==> config.mk <==
export PLATFORM = sky130hd
export DESIGN_NAME = running_min_max_mean_std
export DESIGN_NICKNAME = d
export VERILOG_FILES = /design/src/rtl/rmms_pkg.sv /design/src/rtl/running_min_max_mean_std.sv /design/src/rtl/rmms_ctrl.sv /design/src/rtl/rmms_dp.sv
export SDC_FILE = /design/constraint.sdc
export NUM_CORES = 1
export LEC_CHECK = 0
export ABC_AREA = 1
export BUFFER_PORTS_ARGS = -buffer_cell sky130_fd_sc_hd__buf_2
export CORE_MARGIN = 2
export CORE_UTILIZATION = 60
export DETAILED_ROUTE_END_ITERATION = 12
export PLACE_DENSITY = 0.77
export SLEW_MARGIN = 40
export SYNTH_ARGS = -nofsm -noshare
export SYNTH_HDL_FRONTEND = slang
export SYNTH_SLANG_ARGS = --single-unit
==> constraint.sdc <==
create_clock -name clock -period 19.1 [get_ports clock]
set_clock_uncertainty 0.2 [all_clocks]
set_input_delay 2.865 -clock clock [delete_from_list [all_inputs] [get_ports clock]]
set_output_delay 2.865 -clock clock [all_outputs]
set_load 0.005 [all_outputs]
==> src/rtl/rmms_pkg.sv <==
package rmms_pkg;

   localparam int SAMPLE_BITS_DEF = 16;
   localparam int COUNT_BITS_DEF  = 20;
   localparam int FIELD_BITS      = 16;

   typedef enum logic [3:0] {
      ST_IDLE,
      ST_UPDATE,
      ST_MEAN_START,
      ST_MEAN_DIV,
      ST_MEAN_FIX,
      ST_SQUARE,
      ST_ACCUM,
      ST_VAR_START,
      ST_VAR_DIV,
      ST_SQRT_START,
      ST_SQRT,
      ST_DONE
   } state_type;

   typedef struct packed {
      logic load;
      logic update;
      logic mean_start;
      logic div_step;
      logic mean_fix;
      logic square;
      logic accum;
      logic var_start;
      logic sqrt_start;
      logic sqrt_step;
      logic load_out;
   } cmd_type;

   typedef struct packed {
      logic full;
   } stat_type;

endpackage

==> src/rtl/running_min_max_mean_std.sv <==
// Running minimum, maximum, mean and standard deviation of signed Q8.8 samples. Every request
// returns one response with the statistics including that sample; once the count is saturated
// the sample is dropped, the statistics stay as they were and count_full is set. Requests are
// handled one at a time: the next acceptance waits until the last request has passed through the
// shared restoring divider, which produces one quotient bit per cycle for the mean
// (SAMPLE_BITS + COUNT_BITS steps) and for the variance (2*SAMPLE_BITS + COUNT_BITS steps), and
// then through the square root unit at one root bit per cycle; a dropped sample skips the
// squaring and accumulation. A finished response waits in the output register while the next
// request is taken; a result that is done while the previous response is still unaccepted
// holds, and delays the next ready, until that response leaves.
module running_min_max_mean_std #(
   parameter int SAMPLE_BITS = rmms_pkg::SAMPLE_BITS_DEF,
   parameter int COUNT_BITS  = rmms_pkg::COUNT_BITS_DEF
) (
   input  logic                            clock,
   input  logic                            reset,
   input  logic                            req_tvalid,
   output logic                            req_tready,
   input  logic [rmms_pkg::FIELD_BITS-1:0] req_tdata,  // sample
   output logic                            rsp_tvalid,
   input  logic                            rsp_tready,
   // min_value, max_value, mean_value, std_value, sample_count, zero fill
   output logic [((4 * rmms_pkg::FIELD_BITS + COUNT_BITS + 7) / 8) * 8 - 1:0] rsp_tdata,
   output logic [0:0]                      rsp_tuser   // count_full
);

   localparam int RSP_BITS = ((4 * rmms_pkg::FIELD_BITS + COUNT_BITS + 7) / 8) * 8;
   localparam int FB       = rmms_pkg::FIELD_BITS;

   rmms_pkg::cmd_type  cmd;
   rmms_pkg::stat_type stat;

   logic [FB-1:0]         min_value, max_value, mean_value, std_value;
   logic [COUNT_BITS-1:0] sample_count;
   logic                  count_full;

   rmms_ctrl #(
      .SAMPLE_BITS (SAMPLE_BITS),
      .COUNT_BITS  (COUNT_BITS)
   ) u_ctrl (
      .clock      (clock),
      .reset      (reset),
      .req_tvalid (req_tvalid),
      .req_tready (req_tready),
      .rsp_tvalid (rsp_tvalid),
      .rsp_tready (rsp_tready),
      .stat       (stat),
      .cmd        (cmd)
   );

   rmms_dp #(
      .SAMPLE_BITS (SAMPLE_BITS),
      .COUNT_BITS  (COUNT_BITS)
   ) u_dp (
      .clock        (clock),
      .reset        (reset),
      .cmd          (cmd),
      .stat         (stat),
      .sample       (req_tdata),
      .min_value    (min_value),
      .max_value    (max_value),
      .mean_value   (mean_value),
      .std_value    (std_value),
      .sample_count (sample_count),
      .count_full   (count_full)
   );

   assign rsp_tdata = RSP_BITS'({sample_count, std_value, mean_value, max_value, min_value});
   assign rsp_tuser = count_full;

   a_one_at_a_time: assert property (@(posedge clock) disable iff (reset)
      (req_tvalid && req_tready) |=> !req_tready)
      else $error("request accepted while another is in progress");

   a_min_le_max: assert property (@(posedge clock) disable iff (reset)
      rsp_tvalid |-> ($signed(min_value) <= $signed(max_value)))
      else $error("response minimum above maximum");

   a_count_nonzero: assert property (@(posedge clock) disable iff (reset)
      rsp_tvalid |-> (sample_count != '0))
      else $error("response with zero count");

   a_full_saturated: assert property (@(posedge clock) disable iff (reset)
      (rsp_tvalid && count_full) |-> (&sample_count))
      else $error("dropped sample flagged below saturated count");

endmodule

==> src/rtl/rmms_ctrl.sv <==
module rmms_ctrl #(
   parameter int SAMPLE_BITS = rmms_pkg::SAMPLE_BITS_DEF,
   parameter int COUNT_BITS  = rmms_pkg::COUNT_BITS_DEF
) (
   input  logic               clock,
   input  logic               reset,
   input  logic               req_tvalid,
   output logic               req_tready,
   output logic               rsp_tvalid,
   input  logic               rsp_tready,
   input  rmms_pkg::stat_type stat,
   output rmms_pkg::cmd_type  cmd
);

   localparam int SUM_BITS = SAMPLE_BITS + COUNT_BITS;
   localparam int SQ_BITS  = 2 * SAMPLE_BITS + COUNT_BITS;
   localparam int CNT_BITS = $clog2(SQ_BITS + 1);

   rmms_pkg::state_type state_ff, state_in;
   logic [CNT_BITS-1:0] cnt_ff, cnt_in;
   logic                rsp_valid_ff, rsp_valid_in;

   always_ff @(posedge clock) begin
      if (reset) begin
         state_ff     <= rmms_pkg::ST_IDLE;
         cnt_ff       <= '0;
         rsp_valid_ff <= 1'b0;
      end else begin
         state_ff     <= state_in;
         cnt_ff       <= cnt_in;
         rsp_valid_ff <= rsp_valid_in;
      end
   end

   always_comb begin
      state_in     = state_ff;
      cnt_in       = cnt_ff;
      cmd          = '0;
      req_tready   = 1'b0;
      rsp_valid_in = rsp_valid_ff && !rsp_tready;
      unique case (state_ff)
         rmms_pkg::ST_IDLE: begin
            req_tready = 1'b1;
            if (req_tvalid) begin
               cmd.load = 1'b1;
               state_in = rmms_pkg::ST_UPDATE;
            end
         end
         rmms_pkg::ST_UPDATE: begin
            cmd.update = !stat.full;
            state_in   = rmms_pkg::ST_MEAN_START;
         end
         rmms_pkg::ST_MEAN_START: begin
            cmd.mean_start = 1'b1;
            cnt_in         = CNT_BITS'(SUM_BITS);
            state_in       = rmms_pkg::ST_MEAN_DIV;
         end
         rmms_pkg::ST_MEAN_DIV: begin
            cmd.div_step = 1'b1;
            cnt_in       = cnt_ff - 1'b1;
            if (cnt_ff == CNT_BITS'(1)) begin
               state_in = rmms_pkg::ST_MEAN_FIX;
            end
         end
         rmms_pkg::ST_MEAN_FIX: begin
            cmd.mean_fix = 1'b1;
            // a saturated count leaves the squared sum alone
            state_in = stat.full ? rmms_pkg::ST_VAR_START : rmms_pkg::ST_SQUARE;
         end
         rmms_pkg::ST_SQUARE: begin
            cmd.square = 1'b1;
            state_in   = rmms_pkg::ST_ACCUM;
         end
         rmms_pkg::ST_ACCUM: begin
            cmd.accum = 1'b1;
            state_in  = rmms_pkg::ST_VAR_START;
         end
         rmms_pkg::ST_VAR_START: begin
            cmd.var_start = 1'b1;
            cnt_in        = CNT_BITS'(SQ_BITS);
            state_in      = rmms_pkg::ST_VAR_DIV;
         end
         rmms_pkg::ST_VAR_DIV: begin
            cmd.div_step = 1'b1;
            cnt_in       = cnt_ff - 1'b1;
            if (cnt_ff == CNT_BITS'(1)) begin
               state_in = rmms_pkg::ST_SQRT_START;
            end
         end
         rmms_pkg::ST_SQRT_START: begin
            cmd.sqrt_start = 1'b1;
            cnt_in         = CNT_BITS'(SAMPLE_BITS);
            state_in       = rmms_pkg::ST_SQRT;
         end
         rmms_pkg::ST_SQRT: begin
            cmd.sqrt_step = 1'b1;
            cnt_in        = cnt_ff - 1'b1;
            if (cnt_ff == CNT_BITS'(1)) begin
               state_in = rmms_pkg::ST_DONE;
            end
         end
         rmms_pkg::ST_DONE: begin
            // hold until the output register is free
            if (!rsp_valid_ff || rsp_tready) begin
               cmd.load_out = 1'b1;
               rsp_valid_in = 1'b1;
               state_in     = rmms_pkg::ST_IDLE;
            end
         end
         default: begin
            state_in = rmms_pkg::ST_IDLE;
         end
      endcase
   end

   assign rsp_tvalid = rsp_valid_ff;

endmodule

==> src/rtl/rmms_dp.sv <==
module rmms_dp #(
   parameter int SAMPLE_BITS = rmms_pkg::SAMPLE_BITS_DEF,
   parameter int COUNT_BITS  = rmms_pkg::COUNT_BITS_DEF
) (
   input  logic                            clock,
   input  logic                            reset,
   input  rmms_pkg::cmd_type               cmd,
   output rmms_pkg::stat_type              stat,
   input  logic [rmms_pkg::FIELD_BITS-1:0] sample,
   output logic [rmms_pkg::FIELD_BITS-1:0] min_value,
   output logic [rmms_pkg::FIELD_BITS-1:0] max_value,
   output logic [rmms_pkg::FIELD_BITS-1:0] mean_value,
   output logic [rmms_pkg::FIELD_BITS-1:0] std_value,
   output logic [COUNT_BITS-1:0]           sample_count,
   output logic                            count_full
);

   localparam int SB         = SAMPLE_BITS;
   localparam int SUM_BITS   = SAMPLE_BITS + COUNT_BITS;
   localparam int SQ_BITS    = 2 * SAMPLE_BITS + COUNT_BITS;
   localparam int VAR_BITS   = 2 * SAMPLE_BITS;
   localparam int SREM_BITS  = SAMPLE_BITS + 2;
   localparam int FB         = rmms_pkg::FIELD_BITS;

   // running statistics
   logic signed [SB-1:0]       min_ff, max_ff;
   logic [COUNT_BITS-1:0]      count_ff;
   logic signed [SUM_BITS-1:0] sum_ff;
   logic [SQ_BITS-1:0]         sq_ff;

   // per-request work registers
   logic signed [SB-1:0]       sample_ff;
   logic                       full_ff;
   logic [SQ_BITS-1:0]         div_ff;
   logic [COUNT_BITS-1:0]      rem_ff;
   logic                       neg_ff;
   logic signed [SB-1:0]       mean_ff;
   logic [VAR_BITS-1:0]        prod_ff;
   logic [VAR_BITS-1:0]        var_ff;
   logic [SB-1:0]              root_ff;
   logic [SREM_BITS-1:0]       srem_ff;

   // result register
   logic [FB-1:0]              out_min_ff, out_max_ff, out_mean_ff, out_std_ff;
   logic [COUNT_BITS-1:0]      out_count_ff;
   logic                       out_full_ff;

   logic [SUM_BITS-1:0]        sum_mag;
   logic [COUNT_BITS:0]        div_cat, div_diff;
   logic                       div_ge;
   logic [SB-1:0]              quo;
   logic signed [SB:0]         dev;
   logic [SB:0]                dev_mag;
   logic [VAR_BITS-1:0]        mag_ext;
   logic [SREM_BITS+1:0]       sq_cat, sq_sub, sq_diff;
   logic                       sq_ge;

   always_comb begin
      sum_mag  = sum_ff[SUM_BITS-1] ? SUM_BITS'(-sum_ff) : SUM_BITS'(sum_ff);
      div_cat  = {rem_ff, div_ff[SQ_BITS-1]};
      div_diff = div_cat - {1'b0, count_ff};
      div_ge   = (div_cat >= {1'b0, count_ff});
      quo      = div_ff[SB-1:0];
      dev      = (SB + 1)'(sample_ff) - (SB + 1)'(mean_ff);
      dev_mag  = dev[SB] ? (SB + 1)'(-dev) : (SB + 1)'(dev);
      mag_ext  = VAR_BITS'(dev_mag[SB-1:0]);
      sq_cat   = {srem_ff, var_ff[VAR_BITS-1 -: 2]};
      sq_sub   = {(SREM_BITS)'(root_ff), 2'b01};
      sq_diff  = sq_cat - sq_sub;
      sq_ge    = (sq_cat >= sq_sub);
   end

   always_ff @(posedge clock) begin
      if (reset) begin
         min_ff   <= {1'b0, {(SB - 1){1'b1}}};
         max_ff   <= {1'b1, {(SB - 1){1'b0}}};
         count_ff <= '0;
         sum_ff   <= '0;
         sq_ff    <= '0;
      end else begin
         if (cmd.update) begin
            if (sample_ff < min_ff) begin
               min_ff <= sample_ff;
            end
            if (sample_ff > max_ff) begin
               max_ff <= sample_ff;
            end
            count_ff <= count_ff + 1'b1;
            sum_ff   <= sum_ff + SUM_BITS'(sample_ff);
         end
         if (cmd.accum) begin
            sq_ff <= sq_ff + SQ_BITS'(prod_ff);
         end
      end
   end

   always_ff @(posedge clock) begin
      if (cmd.load) begin
         sample_ff <= sample[SB-1:0];
         full_ff   <= &count_ff;
      end
      if (cmd.mean_start) begin
         neg_ff <= sum_ff[SUM_BITS-1];
         div_ff <= {sum_mag, {(SQ_BITS - SUM_BITS){1'b0}}};
         rem_ff <= '0;
      end else if (cmd.var_start) begin
         div_ff <= sq_ff;
         rem_ff <= '0;
      end else if (cmd.div_step) begin
         // restoring division, one quotient bit per cycle
         rem_ff <= div_ge ? div_diff[COUNT_BITS-1:0] : div_cat[COUNT_BITS-1:0];
         div_ff <= {div_ff[SQ_BITS-2:0], div_ge};
      end
      if (cmd.mean_fix) begin
         mean_ff <= neg_ff ? -quo : quo;
      end
      if (cmd.square) begin
         prod_ff <= mag_ext * mag_ext;
      end
      if (cmd.sqrt_start) begin
         var_ff  <= div_ff[VAR_BITS-1:0];
         root_ff <= '0;
         srem_ff <= '0;
      end else if (cmd.sqrt_step) begin
         // bring down two radicand bits, one root bit per cycle
         var_ff  <= {var_ff[VAR_BITS-3:0], 2'b00};
         root_ff <= {root_ff[SB-2:0], sq_ge};
         srem_ff <= sq_ge ? sq_diff[SREM_BITS-1:0] : sq_cat[SREM_BITS-1:0];
      end
      if (cmd.load_out) begin
         out_min_ff   <= FB'(min_ff);
         out_max_ff   <= FB'(max_ff);
         out_mean_ff  <= FB'(mean_ff);
         out_std_ff   <= FB'(root_ff);
         out_count_ff <= count_ff;
         out_full_ff  <= full_ff;
      end
   end

   assign stat.full    = full_ff;
   assign min_value    = out_min_ff;
   assign max_value    = out_max_ff;
   assign mean_value   = out_mean_ff;
   assign std_value    = out_std_ff;
   assign sample_count = out_count_ff;
   assign count_full   = out_full_ff;

endmodule

==> results.ini <==
[critical_path]
critPathLaunchType=flip-flop
worst-path-max-fanout=14
path_depth=36
reg2reg_to=u_dp.prod_ff[26]$_DFFE_PP_
critical_path_arrival_ps=9020
r2r-start=u_dp.sample_ff[0]$_DFFE_PP_
criticalPathCategory=reg2reg
cp_slowest_cell=fa_1
r2r_slack_ps=10220
path_buf_inv=8
cp-end-kind=flip-flop
reg2regPathDepth=36
cpPeakStageDelay_ps=570
cpMostUsedCell=fa_1
required_ps=19240
crit_start=u_dp.sample_ff[0]$_DFFE_PP_
cp_top_family=adder cells
crit_end=u_dp.prod_ff[26]$_DFFE_PP_

[detailed_routing]
via_count=28310
wl_per_cell_um=17.2
viasPerCell=5.65
dr.pass1.iters=9
drc=0
drtIter0Drc=2793
ant_nets=0
wl_um=86100

[synthesis]
netlist_instances=4195
synthFlopType=dfxtp_1
avgSynthCellArea_um2=7.86
synth_seq_cells=439
syn_area_um2=33000
synth-edff-count=218
yosys_warnings=0
yosysUniqueCellTypes=60
seq_area_frac_synth=0.333
async_reset_ff_frac=0

[grt]
grt_pass1_vias=26885
antenna_found_initial=1
grt_first_pass_wirelength_um=139000
gr-usage-all-layers=0.306
grt_max_degree=68
grt_overflow=0

[layout]
final_common_cell=nand2_1
stdcell_count=5009
finalInstanceArea_um2=35900
mostFrequentLayoutCells=nand2_1, inv_1, nor2_1, o21ai_0, a21oi_1
fin_nets=4714
final.fill_count=4640
drive_above_1_share=0.0726
layout-area-overhead-vs-synth_pct=8.91
diodes=0

[sta]
hold_ws_ps=230
period_needed_ps=8880
fmax_mhz=113
drv_slew=0
fin_tns_setup_ps=0
slew_headroom=0.420
hold_viol=0
tightest_slew_ps=861
post-route-period-util=0.465
rsz0062_at_grt=false
finalSetupViolCount=0

[floorplan]
dieArea_um2=56800
placementRows=85
start_util=0.610
die_x_um=238
ios=111
fp.dieH_um=238
core_um2=54000

[clocking]
cts_hold_buf=0
insertion_delay_ps=610
clock_path_buffers=3
numCtsBuffers=48
htree_levels=2
post_cts_resized=0
clk_root_buffer_cell=clkbuf_16
clk_pin_slew_ps=70
cts.sinks=439
tritoncts=done
post_cts.repair.setup_buffers=0

[place]
numPortBuffers=106
post-dp-hpwl_um=65400
dpl.cell_count=4919
place_area_um2=34100
gp_congestion=0.968

[run_status]
outcome=complete, no violations

[min_path]
min_path_type=reg2reg

[flow_run]
maxCapViolations=0

## Yosys cell counts (all sizes together), types with 35 or more instances
| master | instances | area (µm²) |
|---|---|---|
| fa | 167 | 3340 |
| xor2 | 93 | 830 |
| nand4 | 38 | 244 |
| clkbuf | 76 | 285 |
| o21ai | 318 | 1600 |
| xnor2 | 39 | 342 |
| nor2 | 498 | 1980 |
| o22ai | 35 | 219 |
| edfxtp | 218 | 6550 |
| nand3 | 157 | 806 |
| ha | 254 | 3180 |
| o211ai | 40 | 300 |
| inv | 747 | 2800 |
| nor3 | 54 | 295 |
| a21oi | 287 | 1440 |
| dfxtp | 221 | 4420 |
| nand2 | 747 | 2870 |
## stage by stage
| step | util | worst slack, ps |
|---|---|---|
| 5_1_grt | 0.664 | 9650 |
| 2_1_floorplan | - | 11260 |
| 3_3_place_gp | 0.632 | 10360 |
| 3_5_place_dp | 0.632 | 10190 |
| 4_1_cts | 0.664 | 10130 |
| 6_report | 0.664 | 10220 |
## cells by family after synthesis
logic type               after synthesis  synth area share
buffers and inverters                856            0.0999
other                                  1          0.000114
adder cells (fa/ha/maj)              421             0.198
AND/OR/NAND/NOR                     1535             0.196
XOR/XNOR                             132            0.0355
AO/OA/AOI/OAI                        811             0.137
flip-flops                           439             0.333
## worst min path at each step
stage                                         to                           from  depth (start not counted)
finish               u_dp.std_value[3]$_DFFE_PP_   u_dp.root_ff[3]$_SDFFE_PP0P_                          0
global placement     u_dp.std_value[1]$_DFFE_PP_   u_dp.root_ff[1]$_SDFFE_PP0P_                          0
CTS                  u_dp.std_value[9]$_DFFE_PP_   u_dp.root_ff[9]$_SDFFE_PP0P_                          0
detailed placement   u_dp.std_value[3]$_DFFE_PP_   u_dp.root_ff[3]$_SDFFE_PP0P_                          0
global route        u_dp.std_value[10]$_DFFE_PP_  u_dp.root_ff[10]$_SDFFE_PP0P_                          0
floorplan           u_dp.min_value[15]$_DFFE_PP_   u_dp.min_ff[15]$_SDFFE_PP0P_                          0
## sequential cells by signal, summed over array words and instances (netlist names)
register,flops
u_dp.root_ff,16
u_dp.sq_ff,52
u_dp.count_ff,20
u_dp.max_value,16
u_dp.sample_ff,16
u_dp.max_ff,16
u_dp.div_ff,52
u_dp.mean_ff,16
u_dp.neg_ff,1
u_dp.stat,1
u_dp.min_ff,16
u_ctrl.state_ff,4
u_ctrl.cnt_ff,6
u_dp.count_full,1
u_dp.rem_ff,20
u_dp.prod_ff,31
u_ctrl.rsp_tvalid,1
u_dp.min_value,16
u_dp.sample_count,20
u_dp.mean_value,16
u_dp.srem_ff,18
u_dp.std_value,16
u_dp.sum_ff,36
u_dp.var_ff,32
## layout make-up
cell class                 count  area (µm²)  share of cell area
clock buffer                  65        1350              0.0375
clock inverter                25         390              0.0109
inverter                     751        2820              0.0785
multi-input combinational   2903       18800               0.523
sequential                   439       11000               0.306
tap                          696         871              0.0243
timing repair buffer         130         718              0.0200
## routing by layer
layer / part of all wire / vias up / track usage
li1: - / 13871 / -
met1: 0.44 / 13143 / 0.433
met2: 0.45 / 1112 / 0.490
met3: 0.077 / 182 / 0.0406
met4: 0.031 / 2 / 0.0996
met5: 0.00015 / - / 0
## worst reg2reg max path, delay by kind of cell, from the launching register on
kind,cells,cell delay [ps]
flip-flops,1,360
AO/OA/AOI/OAI,8,1560
XOR/XNOR,1,170
buffers and inverters,8,1140
adder cells (fa/ha/maj),9,4120
AND/OR/NAND/NOR,10,1060
Power is left out: the tool's default activity adds up to more than one toggle a clock period on the data nets, which glitch-free logic cannot reach.
